[config.mk]
export PLATFORM = sky130hd
export DESIGN_NAME = cdq_cell
export DESIGN_NICKNAME = d
export VERILOG_FILES = /design/src/rtl/cdq_pkg.sv /design/src/rtl/cdq_cell.sv
export SDC_FILE = /design/constraint.sdc
export NUM_CORES = 1
export LEC_CHECK = 0
export BUFFER_PORTS_ARGS = -buffer_cell sky130_fd_sc_hd__buf_2
export CORE_MARGIN = 2
export CORE_UTILIZATION = 43
export CTS_BUF_LIST = sky130_fd_sc_hd__clkbuf_4
export CTS_CLUSTER_SIZE = 28
export DETAILED_ROUTE_END_ITERATION = 8
export PLACE_DENSITY = 0.84
export SLEW_MARGIN = 20
export SYNTH_ARGS = -nofsm -noshare
export SYNTH_HDL_FRONTEND = slang
export SYNTH_SLANG_ARGS = --single-unit
[constraint.sdc]
create_clock -name clk -period 3.1 [get_ports clk]
set_input_delay 0 -clock clk [delete_from_list [all_inputs] [get_ports clk]]
set_output_delay 0 -clock clk [all_outputs]
set_load 0.005 [all_outputs]
[src/rtl/cdq_pkg.sv]
// ----------------------------------------------------------------------------
// cdq_pkg: shared types and codes for the circular deque
// Word type, command and status codes, cell operations, neighbour link and
// controller states.
// ----------------------------------------------------------------------------
package cdq_pkg;

  typedef logic signed [31:0] word_t;

  typedef enum logic [1:0] {
    CMD_PUSH_FRONT = 2'd0,
    CMD_PUSH_REAR  = 2'd1,
    CMD_POP_FRONT  = 2'd2,
    CMD_POP_REAR   = 2'd3
  } cmd_t;

  typedef enum logic [1:0] {
    STAT_DONE  = 2'd0,
    STAT_FULL  = 2'd1,
    STAT_EMPTY = 2'd2
  } status_t;

  // Operation broadcast to every cell of the row.
  typedef enum logic [2:0] {
    CELL_HOLD,
    CELL_SHIFT_R,
    CELL_SHIFT_L,
    CELL_PUT_REAR,
    CELL_TAKE_REAR
  } cell_op_t;

  typedef enum logic {
    S_IDLE,
    S_WAIT
  } state_t;

  // What one cell shows to its neighbours: a word and whether it is held.
  typedef struct packed {
    logic  vld;
    word_t word;
  } link_t;

  localparam word_t EMPTY_WORD = -32'sd1;

endpackage

[src/rtl/cdq_cell.sv]
// ----------------------------------------------------------------------------
// cdq_cell: one slot of the deque row
// Holds one word with its valid flag, shifts with its neighbours, and
// carries a word taken from the rear along the return lane toward cell 0.
// ----------------------------------------------------------------------------
module cdq_cell (
  input  logic              clk,
  input  logic              rst,
  input  cdq_pkg::cell_op_t op,
  input  cdq_pkg::word_t    put_word,
  input  cdq_pkg::link_t    left,
  input  cdq_pkg::link_t    right,
  input  cdq_pkg::link_t    lane_in,
  output cdq_pkg::link_t    own,
  output cdq_pkg::link_t    lane_out
);
  import cdq_pkg::*;

  logic  vld, vld_next;
  word_t word, word_next;
  logic  lane_vld, lane_vld_next;
  word_t lane_word, lane_word_next;
  logic  is_last;
  logic  is_slot;

  // Rear entry: held here, nothing held to the right.
  assign is_last = vld & ~right.vld;
  // First free slot: empty here, held to the left.
  assign is_slot = ~vld & left.vld;

  always_comb begin
    vld_next  = vld;
    word_next = word;
    unique case (op)
      CELL_SHIFT_R: begin
        vld_next  = left.vld;
        word_next = left.word;
      end
      CELL_SHIFT_L: begin
        vld_next  = right.vld;
        word_next = right.word;
      end
      CELL_PUT_REAR: begin
        if (is_slot) begin
          vld_next  = 1'b1;
          word_next = put_word;
        end
      end
      CELL_TAKE_REAR: begin
        if (is_last) vld_next = 1'b0;
      end
      default: begin
        vld_next  = vld;
        word_next = word;
      end
    endcase

    if ((op == CELL_TAKE_REAR) && is_last) begin
      lane_vld_next  = 1'b1;
      lane_word_next = word;
    end else begin
      lane_vld_next  = lane_in.vld;
      lane_word_next = lane_in.word;
    end
  end

  always_ff @(posedge clk) begin
    if (rst) begin
      vld      <= 1'b0;
      lane_vld <= 1'b0;
    end else begin
      vld      <= vld_next;
      lane_vld <= lane_vld_next;
    end
  end

  always_ff @(posedge clk) begin
    word      <= word_next;
    lane_word <= lane_word_next;
  end

  assign own      = '{vld: vld, word: word};
  assign lane_out = '{vld: lane_vld, word: lane_word};

endmodule

==> results.json <==
{
  "die_h_um": 86.4,
  "antenna_found_initial": 0,
  "max_freq_mhz": 578,
  "vias_per_cell": 4.84,
  "cp.required_ps": 3230,
  "path_cells": "buf_2, nand2b_2, o21ai_0, dlygate4sd3_1",
  "globalRouteOverflowTotal": 0,
  "postSynthCellCount": 223,
  "register_area_um2": 1640,
  "r2r-end": "lane_word[9]$_DFF_P_",
  "crit_slowest_cell": "nand2b_2",
  "synth_area_per_cell_um2": 13.1,
  "die-width_um": 86.4,
  "clock_skew_ps": 12.8,
  "critical_path_class": "in2reg",
  "cp_slowest_stage_delay_ps": 810,
  "seq_power_share_pct": 53.8,
  "reg2reg_from": "vld$_SDFFE_PP0P_",
  "grt_start_max_net_pins": 65,
  "fin_ws_ps": 1370,
  "crit_arrival_ps": 1860,
  "yosysWarnings": 0,
  "min_to": "word[14]$_DFFE_PP_",
  "postLayoutCoreUtil_pct": 73.7,
  "grt_pass1_vias": 2902,
  "initial_core_util_pct": 43.7,
  "worstMarginPinSlew_ps": 1100,
  "netlist_area_um2": 2920,
  "dp.cells": 489,
  "maxSlewViolCount": 0,
  "fillers": 455,
  "maxSlewHeadroom_pct": 26.7,
  "multi_input_area_um2": 1190,
  "num_rows": 30,
  "pwr-share-comb_pct": 21.4,
  "first_pass_iters": 4,
  "start_kind": "primary input",
  "final_cell_mix": "201 x buf_2, 84 x dlygate4sd3_1, 34 x dfxtp_1",
  "port_buffers": 201,
  "reg2reg_depth": 2,
  "ys_seq_area_share_pct": 56.3,
  "cp_max_fo": 64,
  "total_power_mw": 1.86,
  "power_density_nw_per_um2": 378,
  "area_growth_pct": 68.8,
  "wl_per_cell_um": 15.8,
  "final_hold_viol_count": 0,
  "hold_depth": 3,
  "hold_class": "in2reg",
  "pwr-share-clk_pct": 24.8,
  "period_minus_slack_ps": 1730,
  "drive_above_1_share_pct": 50.0,
  "power.net_switching_uw": 451,
  "synth.distinct_cells": 21,
  "core_um2": 6680,
  "vias": 2856,
  "setup_viol": 0,
  "final_nets": 641,
  "clockBufferDepth": 2,
  "finalSetupTns_ps": 0,
  "swShare_pct": 24.2,
  "crit_path_end_kind": "register",
  "critical_path.startpoint": "op[2]",
  "final_common_cell": "buf_2",
  "grt_pass1_wl_um": 13600,
  "htreeDepth": 3,
  "final_cells": 590,
  "ir_worst_vdd_mv": 0.323,
  "tritoncts": "built",
  "drc": 0,
  "min_from": "put_word[14]",
  "drv_cap": 0,
  "cts_root_buf": "clkbuf_4",
  "die-area_um2": 7460,
  "cts_hold_buffers": 84,
  "wirelength_um": 9320,
  "ant_nets": 0,
  "antenna_cells": 0,
  "internal_power_mw": 1.41,
  "fin_crit_sh_pct": 55.8,
  "gp_congestion": 0.755,
  "worstSkewPairLatency_ps": 380,
  "regToRegSetupSlack_ps": 1370,
  "cts_sinks": 66,
  "cts_resized": 0,
  "leakagePower_nw": 2.49,
  "place_ws_ps": 1110,
  "numCtsBuffers": 9,
  "yosys.area.top_type": "edfxtp_1",
  "cts.clk_slew.worst_paths_ps": 100,
  "dp_hpwl_um": 5530,
  "run_status": "complete, no violations",
  "num_io_pins": 202,
  "drt_iter0_drc": 53,
  "synth_seq_cells": 66,
  "synth_top_area_share_pct": 32.9,
  "track_usage_pct": 24.5,
  "postCtsSetupRepairBufs": 0,
  "synth_area_leaders": "edfxtp_1 33%, dfxtp_1 23%, mux2_4 15%",
  "syn-num-nets": 359,
  "rsz0062_at_grt": "no"
}
==> layout make-up <==
cell class                      count  share of cell area [%]
Sequential cell                    66                    33.3
Multi-Input combinational cell    141                    24.2
Clock buffer                       12                    1.83
Clock inverter                      4                   0.381
Timing Repair Buffer              287                    38.2
Tap cell                           80                    2.03
==> power by group through the flow <==
stage	Sequential, mW	Clock [mW]	Combinational (mW)
2_1_floorplan	1.03	0	0.121
3_3_place_gp	1.02	0	0.278
3_5_place_dp	1.02	0	0.287
4_1_cts	1.00	0.476	0.379
5_1_grt	1.01	0.521	0.428
6_report	1.00	0.461	0.398
==> worst max-delay path: cells and delay by family <==
family                 cells  cell delay (ps)
and+or+nand+nor            1              810
buffers and inverters      2              750
AOI/OAI and AO/OA          1              290
==> how the worst max path moves through the flow <==
stage	cells past startpoint	end	slack, ps
finish	4	word[26]$_DFFE_PP_	1370
global route	4	word[27]$_DFFE_PP_	1250
CTS	3	vld$_SDFFE_PP0P_	1100
detailed placement	3	vld$_SDFFE_PP0P_	1110
global placement	3	vld$_SDFFE_PP0P_	1190
floorplan	3	vld$_SDFFE_PP0P_	330
==> cells in the mapped netlist, drive strengths merged <==
cell,n
nor2,2
nand2,33
nor4b,1
nand2b,2
nor3b,1
mux2,33
mux2i,32
a211oi,1
a31oi,1
dfxtp,34
a21oi,1
edfxtp,32
buf,9
clkbuf,7
nor3,1
o21ai,32
o21bai,1
==> flip-flops by register name (all words and copies together) (netlist names) <==
name       cells
vld            1
lane_word     32
word          32
lane_vld       1
==> per-stage QoR <==
stage	hold slack [ps]	area [µm²]
CTS	1.83	4900
global placement	197	3950
detailed placement	206	3950
floorplan	72.4	2920
global route	2.31	4920
finish	21.4	4920
==> routing by layer <==
| metal | routed length (µm) | part of all wire (%) | global-route usage, % | vias to the layer above |
|---|---|---|---|---|
| met4 | 290 | 3.1 | 14.1 | 0 |
| met5 | 0 | 0 | 0 | - |
| met3 | 542 | 5.8 | 6.57 | 28 |
| met2 | 5190 | 56 | 47.1 | 134 |
| met1 | 3290 | 35 | 22.9 | 1325 |
| li1 | - | - | - | 1369 |
==> cells by family (layout without fill, tap and decap cells) <==
family,Yosys count,after routing,synth area share (%)
simple gates,40,40,6.26
flops,66,66,56.3
mux,65,65,27.6
buf+inv,16,303,3.47
compound gates,36,36,6.39
Note: power is estimated with default switching activity, not from simulation.
